==> config.mk <==
export PLATFORM = sky130hd
export DESIGN_NAME = integer_to_ascii_formatter_core
export DESIGN_NICKNAME = d
export VERILOG_FILES = /design/src/rtl/itaf_pkg.sv /design/src/rtl/itaf_bcd_conv.sv /design/src/rtl/integer_to_ascii_formatter_core.sv
export SDC_FILE = /design/constraint.sdc
export NUM_CORES = 1
export LEC_CHECK = 0
export ABC_AREA = 1
export ABC_CLOCK_PERIOD_IN_PS = 7100
export BUFFER_PORTS_ARGS = -buffer_cell sky130_fd_sc_hd__buf_2
export CORE_MARGIN = 2
export CORE_UTILIZATION = 54
export CTS_BUF_LIST = sky130_fd_sc_hd__clkbuf_2
export CTS_CLUSTER_DIAMETER = 150
export DETAILED_ROUTE_END_ITERATION = 8
export PLACE_DENSITY = 0.8
export SYNTH_ARGS = -nofsm -noshare
export SYNTH_HDL_FRONTEND = slang
export SYNTH_SLANG_ARGS = --single-unit
==> constraint.sdc <==
create_clock -name clk_i -period 7.1 [get_ports clk_i]
set_clock_uncertainty 0.15 [all_clocks]
set_input_delay 0.71 -clock clk_i [delete_from_list [all_inputs] [get_ports clk_i]]
set_output_delay 0.71 -clock clk_i [all_outputs]
set_load 0.05 [all_outputs]
==> src/rtl/itaf_pkg.sv <==
package itaf_pkg;

  localparam int unsigned VALUE_W    = 64;
  localparam int unsigned COUNT_W    = 31;
  localparam int unsigned DEC_BITS   = 32;
  localparam int unsigned BCD_DIGITS = 10;
  localparam int unsigned BCD_W      = 4 * BCD_DIGITS;

  localparam logic [COUNT_W-1:0] COUNT_MAX = '1;

  localparam logic [2:0] MODE_SDEC  = 3'd0;
  localparam logic [2:0] MODE_UDEC  = 3'd1;
  localparam logic [2:0] MODE_HEXL  = 3'd2;
  localparam logic [2:0] MODE_HEXU  = 3'd3;
  localparam logic [2:0] MODE_PTR   = 3'd4;

  localparam logic [7:0] CH_ZERO  = 8'h30;
  localparam logic [7:0] CH_LOWA  = 8'h61;
  localparam logic [7:0] CH_UPA   = 8'h41;
  localparam logic [7:0] CH_MINUS = 8'h2d;

  typedef struct packed {
    logic [2:0]         mode;
    logic [VALUE_W-1:0] value;
    logic [COUNT_W-1:0] count_in;
  } req_t;

  typedef struct packed {
    logic [7:0]         char_code;
    logic [COUNT_W-1:0] count_out;
    logic               last_char;
  } rsp_t;

  typedef enum logic [2:0] {
    ST_IDLE,
    ST_CONV,
    ST_SKIP,
    ST_PREFIX,
    ST_EMIT
  } state_e;

  typedef enum logic [1:0] {
    PFX_NONE,
    PFX_MINUS,
    PFX_HEX,
    PFX_NIL
  } pfx_e;

  function automatic logic [2:0] pfx_len(input pfx_e kind);
    logic [2:0] len;
    unique case (kind)
      PFX_MINUS: len = 3'd1;
      PFX_HEX:   len = 3'd2;
      PFX_NIL:   len = 3'd5;
      default:   len = 3'd0;
    endcase
    return len;
  endfunction

  function automatic logic [7:0] pfx_char(input pfx_e kind, input logic [2:0] idx);
    logic [7:0] ch;
    ch = CH_MINUS;
    unique case (kind)
      PFX_HEX: ch = (idx == 3'd0) ? CH_ZERO : 8'h78;
      PFX_NIL: begin
        unique case (idx)
          3'd0:    ch = 8'h28;
          3'd1:    ch = 8'h6e;
          3'd2:    ch = 8'h69;
          3'd3:    ch = 8'h6c;
          default: ch = 8'h29;
        endcase
      end
      default: ch = CH_MINUS;
    endcase
    return ch;
  endfunction

endpackage

==> src/rtl/itaf_bcd_conv.sv <==
module itaf_bcd_conv (
  input  logic                           clk_i,
  input  logic                           rst_ni,
  input  logic                           start_i,
  input  logic [itaf_pkg::DEC_BITS-1:0]  bin_i,
  output logic                           done_o,
  output logic [itaf_pkg::BCD_W-1:0]     bcd_o
);
  import itaf_pkg::*;

  localparam int unsigned CNT_W = $clog2(DEC_BITS);
  localparam logic [CNT_W-1:0] CNT_LAST = CNT_W'(DEC_BITS - 1);

  logic             run_q, done_q;
  logic [CNT_W-1:0] cnt_q;
  logic [DEC_BITS-1:0] bin_q;
  logic [BCD_W-1:0]    bcd_q, adj;

  // add 3 to every digit of 5 or more before the shift
  always_comb begin
    for (int i = 0; i < BCD_DIGITS; i++) begin
      adj[4*i +: 4] = (bcd_q[4*i +: 4] >= 4'd5) ? bcd_q[4*i +: 4] + 4'd3 : bcd_q[4*i +: 4];
    end
  end

  always_ff @(posedge clk_i or negedge rst_ni) begin
    if (!rst_ni) begin
      run_q  <= 1'b0;
      done_q <= 1'b0;
      cnt_q  <= '0;
    end else begin
      done_q <= run_q && (cnt_q == CNT_LAST);
      if (start_i) begin
        run_q <= 1'b1;
        cnt_q <= '0;
      end else if (run_q) begin
        cnt_q <= cnt_q + 1'b1;
        if (cnt_q == CNT_LAST) begin
          run_q <= 1'b0;
        end
      end
    end
  end

  always_ff @(posedge clk_i) begin
    if (start_i) begin
      bin_q <= bin_i;
      bcd_q <= '0;
    end else if (run_q) begin
      bin_q <= {bin_q[DEC_BITS-2:0], 1'b0};
      bcd_q <= {adj[BCD_W-2:0], bin_q[DEC_BITS-1]};
    end
  end

  assign done_o = done_q;
  assign bcd_o  = bcd_q;

endmodule

==> src/rtl/integer_to_ascii_formatter_core.sv <==
// Channel  | Handshake          | Payload  | Direction
// request  | start_i / busy_o   | req_i    | in
// result   | res_valid_o strobe | res_o    | out
//
// Decimal modes: bit-serial double dabble conversion, a handoff into the skip state,
// then leading zero digits dropped one by one, then the sign (if any) and each digit sent.
// Hex and pointer modes skip the conversion.
// One request at a time; busy_o stays high until its last character has gone out.
// Results are strobed for one cycle each and cannot be stalled.
// rst_ni clears the control state; an unused mode is taken and dropped.
module integer_to_ascii_formatter_core #(
  parameter int unsigned POINTER_BITS = 64
) (
  input  logic           clk_i,
  input  logic           rst_ni,
  input  logic           start_i,
  input  itaf_pkg::req_t req_i,
  output logic           busy_o,
  output logic           res_valid_o,
  output itaf_pkg::rsp_t res_o
);
  import itaf_pkg::*;

  localparam int unsigned PTR_DIGITS = (POINTER_BITS + 3) / 4;
  localparam int unsigned PTR_SHIFT  = VALUE_W - 4 * PTR_DIGITS;

  state_e state_q, state_d;
  pfx_e   pfx_q, pfx_d;
  logic [2:0]         pidx_q, pidx_d;
  logic [4:0]         ndig_q, ndig_d;
  logic               upper_q, upper_d;
  logic [VALUE_W-1:0] dig_q, dig_d;
  logic [COUNT_W-1:0] cnt_q, cnt_d, cnt_inc;

  logic               accept;
  logic               conv_start, conv_done;
  logic [DEC_BITS-1:0] low, mag;
  logic [BCD_W-1:0]   bcd;
  logic [VALUE_W-1:0] ptr_mask, ptr_val;
  logic [3:0]         digit;
  logic [7:0]         digit_ch;

  assign accept  = start_i && !busy_o;
  assign low     = req_i.value[DEC_BITS-1:0];
  assign mag     = (req_i.mode == MODE_SDEC && low[DEC_BITS-1]) ? (~low + 1'b1) : low;
  assign conv_start = accept && (req_i.mode == MODE_SDEC || req_i.mode == MODE_UDEC);

  always_comb begin
    for (int i = 0; i < VALUE_W; i++) begin
      ptr_mask[i] = (i < POINTER_BITS);
    end
  end
  assign ptr_val = req_i.value & ptr_mask;

  itaf_bcd_conv u_bcd_conv (
    .clk_i   (clk_i),
    .rst_ni  (rst_ni),
    .start_i (conv_start),
    .bin_i   (mag),
    .done_o  (conv_done),
    .bcd_o   (bcd)
  );

  assign digit    = dig_q[VALUE_W-1 -: 4];
  assign digit_ch = (digit < 4'd10) ? CH_ZERO + {4'd0, digit}
                  : (upper_q ? CH_UPA : CH_LOWA) + {4'd0, digit} - 8'd10;
  assign cnt_inc  = (cnt_q == COUNT_MAX) ? cnt_q : cnt_q + 1'b1;

  always_comb begin
    state_d = state_q;
    pfx_d   = pfx_q;
    pidx_d  = pidx_q;
    ndig_d  = ndig_q;
    upper_d = upper_q;
    dig_d   = dig_q;
    cnt_d   = cnt_q;
    res_valid_o     = 1'b0;
    res_o.char_code = digit_ch;
    res_o.count_out = cnt_inc;
    res_o.last_char = 1'b0;

    unique case (state_q)
      ST_IDLE: begin
        if (accept) begin
          cnt_d   = req_i.count_in;
          pidx_d  = '0;
          upper_d = (req_i.mode == MODE_HEXU);
          priority if (req_i.mode == MODE_SDEC || req_i.mode == MODE_UDEC) begin
            pfx_d   = (req_i.mode == MODE_SDEC && low[DEC_BITS-1]) ? PFX_MINUS : PFX_NONE;
            ndig_d  = 5'(BCD_DIGITS);
            state_d = ST_CONV;
          end else if (req_i.mode == MODE_HEXL || req_i.mode == MODE_HEXU) begin
            pfx_d   = PFX_NONE;
            dig_d   = {low, {(VALUE_W-DEC_BITS){1'b0}}};
            ndig_d  = 5'(DEC_BITS / 4);
            state_d = ST_SKIP;
          end else if (req_i.mode == MODE_PTR) begin
            if (ptr_val == '0) begin
              pfx_d   = PFX_NIL;
              ndig_d  = '0;
              state_d = ST_PREFIX;
            end else begin
              pfx_d   = PFX_HEX;
              dig_d   = ptr_val << PTR_SHIFT;
              ndig_d  = 5'(PTR_DIGITS);
              state_d = ST_SKIP;
            end
          end else begin
            state_d = ST_IDLE;
          end
        end
      end
      ST_CONV: begin
        if (conv_done) begin
          dig_d   = {bcd, {(VALUE_W-BCD_W){1'b0}}};
          state_d = ST_SKIP;
        end
      end
      ST_SKIP: begin
        if (digit == 4'd0 && ndig_q > 5'd1) begin
          dig_d  = dig_q << 4;
          ndig_d = ndig_q - 1'b1;
        end else begin
          state_d = (pfx_q == PFX_NONE) ? ST_EMIT : ST_PREFIX;
        end
      end
      ST_PREFIX: begin
        res_valid_o     = 1'b1;
        res_o.char_code = pfx_char(pfx_q, pidx_q);
        res_o.last_char = (pfx_q == PFX_NIL) && (pidx_q == pfx_len(pfx_q) - 1'b1);
        cnt_d  = cnt_inc;
        pidx_d = pidx_q + 1'b1;
        if (pidx_q == pfx_len(pfx_q) - 1'b1) begin
          state_d = (pfx_q == PFX_NIL) ? ST_IDLE : ST_EMIT;
        end
      end
      ST_EMIT: begin
        res_valid_o     = 1'b1;
        res_o.last_char = (ndig_q == 5'd1);
        cnt_d  = cnt_inc;
        dig_d  = dig_q << 4;
        ndig_d = ndig_q - 1'b1;
        if (ndig_q == 5'd1) begin
          state_d = ST_IDLE;
        end
      end
      default: state_d = ST_IDLE;
    endcase
  end

  always_ff @(posedge clk_i or negedge rst_ni) begin
    if (!rst_ni) begin
      state_q <= ST_IDLE;
    end else begin
      state_q <= state_d;
    end
  end

  always_ff @(posedge clk_i) begin
    pfx_q   <= pfx_d;
    pidx_q  <= pidx_d;
    ndig_q  <= ndig_d;
    upper_q <= upper_d;
    dig_q   <= dig_d;
    cnt_q   <= cnt_d;
  end

  assign busy_o = (state_q != ST_IDLE);

  a_valid_busy: assert property (@(posedge clk_i) disable iff (!rst_ni)
    res_valid_o |-> busy_o) else $error("result strobe while idle");

  a_conv_state: assert property (@(posedge clk_i) disable iff (!rst_ni)
    conv_done |-> state_q == ST_CONV) else $error("conversion done outside CONV");

  a_emit_digits: assert property (@(posedge clk_i) disable iff (!rst_ni)
    state_q == ST_EMIT |-> ndig_q != 5'd0) else $error("emit with no digits left");

  a_last_idle: assert property (@(posedge clk_i) disable iff (!rst_ni)
    res_valid_o && res_o.last_char |=> !busy_o) else $error("busy after last character");

  a_bad_mode: assert property (@(posedge clk_i) disable iff (!rst_ni)
    accept && req_i.mode > MODE_PTR |=> !busy_o) else $error("unused mode not dropped");

endmodule
### Word-level counts from Yosys, hierarchy flattened

Cells that the tools add are included.

* add/sub/neg operators: 19
* $mul: 0
* divide/modulo/power cells: 0
* order comparisons: 12
* equal/unequal tests: 28
* shift-type cells: 0
* mux-type cells: 65
* bitwise gates (word level): 1
* reductions and logical operators: 30

Operator list (count)
* 2-to-1 mux 64 bit: 7
* case mux 64 bit (4 select lines): 1
* 2-to-1 mux 32 bit: 3
* zero test 64 bit: 1
* 2-to-1 mux 31 bit: 2
* case mux 31 bit (2 select lines): 1
* greater-or-equal comparator 4 x 3 -> 1 bit (second input constant): 10
* 2-to-1 mux 5 bit: 8
* 2-to-1 mux 3 bit: 13
* adder 4 x 2 -> 4 bit (second input constant): 9
* 2-to-1 mux 4 bit: 9
* adder 32 x 1 -> 32 bit (second input constant): 1
* NOT 32 bit: 1
* adder 31 x 1 -> 31 bit (second input constant): 1
* == test 31 bit (second input constant): 1
* case mux 7 bit (4 select lines): 1
* == test 3 x 2 -> 1 bit (second input constant): 6
* 2-to-1 mux 8 bit: 2
* case mux 3 bit (5 select lines): 1
* case mux 5 bit (3 select lines): 1
* case mux 7 bit (2 select lines): 1
* inequality test 2 bit (second input constant): 6
* == test 3 x 1 -> 1 bit (second input constant): 3
* zero test 3 bit: 3
* other kinds (40): 63

* flip-flop bits (word level): 188
* latch bits: 0
* bits in writable memories: 0
* memory bits (read-only): 0
* input bits: 101
* output and inout bits: 42
* logic and storage cells: 167
* memories: 0

### Depth between registers and ports, before layout

* depth after elaboration: 7
* depth in mapped cells: 12

### Modules after synthesis

Synthesis repeated with hierarchy kept, for this count alone.

* cell total of the unflattened synthesis: 1540
* area, all modules: 11771.3 µm²

By module, submodules not included
* integer_to_ascii_formatter_core: instances 1, cells an instance 1038, area each 7786.2 µm²
* itaf_bcd_conv: instances 1, cells an instance 502, area each 3985.1 µm²

### Least setup slack after synthesis

OpenSTA, ideal clock, no wires.

* path kind: input to register
* start point: input port req_i[96] in the netlist's numbering
* end point: register dig_q[0], enable pin
* arrival time: 4740 ps
* required time: 6426 ps
* setup slack: 1686 ps
* stages on the path: 5
* path through: inv_1 -> nor2_1 -> inv_1 -> clkbuf_1 -> a31oi_1

* longest elaborated chain between the ends: 4
* elaborated cells between the ends (all ways): 11

Ends and longest elaborated chain
* start: declaration: RTL line integer_to_ascii_formatter_core.sv:17 `input itaf_pkg::req_t req_i,`
* == test 3 x 2 -> 1 bit (tied with other cells): RTL line integer_to_ascii_formatter_core.sv:92 `end else if (req_i.mode == MODE_HEXL || req_i.mode == MODE_HEXU) begin`
* logical OR 1 bit, on equally long branches: RTL line integer_to_ascii_formatter_core.sv:92, integer_to_ascii_formatter_core.sv:88
* inequality test 3 bit (no line) or inequality test 2 bit (tied branches)
* AND reduction 7 bit (no line) (*)
* end signal: assignment: RTL line integer_to_ascii_formatter_core.sv:164 `dig_q <= dig_d;`
* end: declaration: RTL line integer_to_ascii_formatter_core.sv:32 `logic [VALUE_W-1:0] dig_q, dig_d;`

Every way passes the cells marked *; elsewhere a longest branch is shown, timed or not.
A chain may end at the register's enable or synchronous reset.

==> impl_summary.log <==
[metrics] power per cell area: 462 mW/mm2
[metrics] net switching power of the design: 2830 uW
[metrics] synthesized area divided by synthesized cell count: 8.00 um2
[metrics] commonest non-fill, non-tap cells in the layout: sky130_fd_sc_hd__nand2_1, sky130_fd_sc_hd__inv_1, sky130_fd_sc_hd__buf_2
[metrics] Final TNS setup: 0 ps
[metrics] crit path max fanout: 33
[metrics] startpoint class of the critical path: flop
[metrics] capturing element type of the critical path: output port
[metrics] Avg Vias per Cell: 5.72
[metrics] starting density of the core: 55.3%
[metrics] sequential-to-total area share from yosys stat: 44.5%
[metrics] Max transition margin: 23.9%
[metrics] DIE AREA: 0.0228 mm2
[metrics] final-layout fill cell count: 1,907
[metrics] All-Layer GR Usage: 28.4%
[metrics] proportion of layout cells with a drive suffix above 1: 13.6%
[metrics] total number of yosys warnings: 0
[metrics] Setup-failing EPs final: 0
[metrics] routability-driven placement congestion ratio: 0.981
[metrics] required time at the endpoint of the critical path: 6240 ps
[metrics] total grt overflow: 0
[metrics] Clk network pwr share: 10.6%
[metrics] largest net degree at the start of global routing: 77
[metrics] worst skew pair latency: 810 ps
[metrics] run status: finished, final reports clean
[metrics] initial drt markers: 1,002
[metrics] Distinct cells, synth: 56
[metrics] number of slew-limit violations in the final report: 0
[metrics] y dimension of the die: 151 um
[metrics] critical path's slowest cell: sky130_fd_sc_hd__edfxtp_1
[metrics] DRC violation count after routing: 0
[metrics] CP dominant cell by count: sky130_fd_sc_hd__inv_1
[metrics] flop and latch count out of synthesis: 188
[metrics] remaining antenna violation count: 0
[metrics] vias in the first global route: 9,983
[metrics] crit-path cells: ha_1, nand3_2, inv_1, nand2_1, inv_1, nand3_2, inv_1, nand2_2, o21ai_1, buf_2
[metrics] top cell type's share of synthesized area: 35.5%
[metrics] final hold violation count: 0
[metrics] wire length per cell after detailed routing: 17.3 um
[metrics] largest cells by area after synthesis: sky130_fd_sc_hd__edfxtp_1, sky130_fd_sc_hd__nand2_1, sky130_fd_sc_hd__dfxtp_1
[metrics] Synth area leader: sky130_fd_sc_hd__edfxtp_1
[metrics] internal cell power: 3070 uW
[metrics] CP peak stage delay: 530 ps
[metrics] final total power: 5900 uW
[metrics] Most used DFF post-synth: sky130_fd_sc_hd__edfxtp_1
[metrics] proportion of register bits with asynchronous set or reset after synthesis: 5.32%
[metrics] overall die width: 151 um
[metrics] PortBufs: 141
[metrics] detailed placement HPWL: 24.0 mm
[metrics] total iterations of the first detailed-routing run: 9
[metrics] slew of the pin with the lowest slew margin: 1140 ps
[metrics] timing-limited maximum frequency: 0.239 GHz
[metrics] root buffer selected by CTS: sky130_fd_sc_hd__clkbuf_2
[metrics] relative area change from synthesis to final layout: 9.48%
[metrics] I/O pin cnt: 143
[metrics] Register-to-Register Setup Slack: 3580 ps
[metrics] TritonCTS clock tree: built
[metrics] initial antenna violation count: 2
[metrics] fraction of power consumed by sequential logic: 40.0%
[metrics] total core area: 0.0211 mm2
[metrics] Crit Path Class: reg -> out
[metrics] NumNets Final: 1,707
[metrics] type of the worst min-delay path: in -> reg
[metrics] clk sink count: 188
[metrics] static leakage: 0.00574 uW
[metrics] Post-Synthesis Net Count: 1,594
[metrics] period utilization: 59.0%
[metrics] Syn Std Cell Area: 0.0117 mm2
[metrics] setup repair after global routing missed its margin: false
[metrics] net switching share of the total power: 47.9%
[metrics] CTS buffer count: 17
[metrics] H-tree levels: 4
[metrics] max-cap violations: 0
[metrics] Clk pin slew, worst setup/hold paths: 280 ps
[metrics] wire length of the first global-routing pass: 50.0 mm
[metrics] logic gate share of total power: 49.4%
[metrics] number of flops mapped to enable cells by yosys: 138
[metrics] num rows: 53
[metrics] data arrival time of the critical path: 3330 ps
[metrics] Post-Syn Instances: 1,458
[metrics] most common cell after layout, fill and taps aside: sky130_fd_sc_hd__nand2_1
[metrics] number of buffers on the longest clock path: 2
[metrics] drt total wl: 32.3 mm
[metrics] detailed-route via count: 10,600
[metrics] worst supply voltage drop on vdd: 180 uV
[metrics] crit path time final: 4190 ps
state kept, by name, summed over array words and instances, names as in the netlist:
name / count
dig_q: 64
u_bcd_conv.bcd_o: 40
u_bcd_conv.bin_q: 32
cnt_q: 31
ndig_q: 5
u_bcd_conv.cnt_q: 5
pidx_q: 3
state_q: 3
pfx_q: 2
u_bcd_conv.done_o: 1
u_bcd_conv.run_q: 1
upper_q: 1
critical path: cells and delay by family (launching register included):
family / cells / cell delay, ps
AO/OA/AOI/OAI: 1 / 350
adder cells (fa/ha/maj): 1 / 330
buffers and inverters: 4 / 660
flip-flops: 1 / 530
AND/OR/NAND/NOR: 4 / 690
per-stage QoR:
step	area, um2	cells	setup WS, ps	hold slack (ps)	util [%]
floorplan	11700	1458	1690	264	-
global placement	12400	1823	3580	291	59.0
detailed placement	12400	1823	3540	310	59.0
CTS	12700	1856	2940	12.6	60.4
global route	12800	1860	2600	4.79	60.6
finish	12800	1861	2910	30.9	60.6
cell type report:
cell class | count | area (um2) | area share (%)
Inverter | 181 | 684 | 5.36
Timing Repair Buffer | 151 | 791 | 6.19
Clock buffer | 18 | 90.1 | 0.705
Tap cell | 275 | 344 | 2.69
Clock inverter | 14 | 194 | 1.52
Sequential cell | 188 | 5190 | 40.7
Antenna cell | 2 | 5.00 | 0.0392
Multi-Input combinational cell | 1032 | 5470 | 42.8
synthesized netlist by cell type (7+ instances only):
library cell / n
sky130_fd_sc_hd__a31oi_1: 7
sky130_fd_sc_hd__clkbuf_1: 20
sky130_fd_sc_hd__o21ai_1: 18
sky130_fd_sc_hd__o21ai_0: 125
sky130_fd_sc_hd__a22oi_1: 51
sky130_fd_sc_hd__nand2_1: 377
sky130_fd_sc_hd__a32oi_1: 9
sky130_fd_sc_hd__ha_1: 35
sky130_fd_sc_hd__nor3_1: 23
sky130_fd_sc_hd__nor2_1: 128
sky130_fd_sc_hd__inv_1: 175
sky130_fd_sc_hd__dfxtp_1: 40
sky130_fd_sc_hd__xor2_1: 39
sky130_fd_sc_hd__buf_2: 21
sky130_fd_sc_hd__edfxtp_1: 138
sky130_fd_sc_hd__a21oi_1: 33
sky130_fd_sc_hd__nand4_1: 14
sky130_fd_sc_hd__nand3_1: 82
sky130_fd_sc_hd__dfrtp_1: 10
sky130_fd_sc_hd__o211ai_1: 10
sky130_fd_sc_hd__o31ai_1: 12
sky130_fd_sc_hd__a32o_1: 21
cells by family after synthesis:
group	synth area share, %
AND/OR/NAND/NOR	23.9
buffers and inverters	8.78
other	0.0321
flip-flops	44.5
adder cells (fa/ha/maj)	3.75
XOR/XNOR	3.08
AO/OA/AOI/OAI	16.0
timing repair:
action / in CTS / in global routing
hold buffers: 1 / 3
resized for setup: 0 / 0
hold endpoints to repair: 10 / 3
buffers inserted: 0 / 0
layer usage:
layer	track usage, %	wire length [um]
met5	0	0
met4	11.7	1110
met3	4.52	2340
met2	48.6	15500
met1	36.0	13300
worst paths after layout:
kind	from	to	cells past startpoint
min reg2reg	u_bcd_conv.bin_q[31]$_DFFE_PP_	u_bcd_conv.bcd_o[0]$_SDFFE_PP0P_	2
max reg2reg	state_q[0]$_DFFE_PN0P_	dig_q[31]$_DFFE_PP_	10
max	cnt_q[0]$_DFFE_PP_	res_o[2]	10
min in group asynchronous	rst_ni	state_q[0]$_DFFE_PN0P_	2
max in group asynchronous	rst_ni	u_bcd_conv.cnt_q[1]$_DFFE_PN0P_	2
min	req_i[25]	cnt_q[25]$_DFFE_PP_	3
power by group through the flow:
stage	Clock (uW)	Sequential, uW	Combinational [uW]
detailed placement	0	2370	2880
global placement	0	2360	2790
global route	667	2420	3230
floorplan	0	2280	2270
CTS	628	2350	2890
finish	625	2360	2920
(Power assumes the default switching activity.)
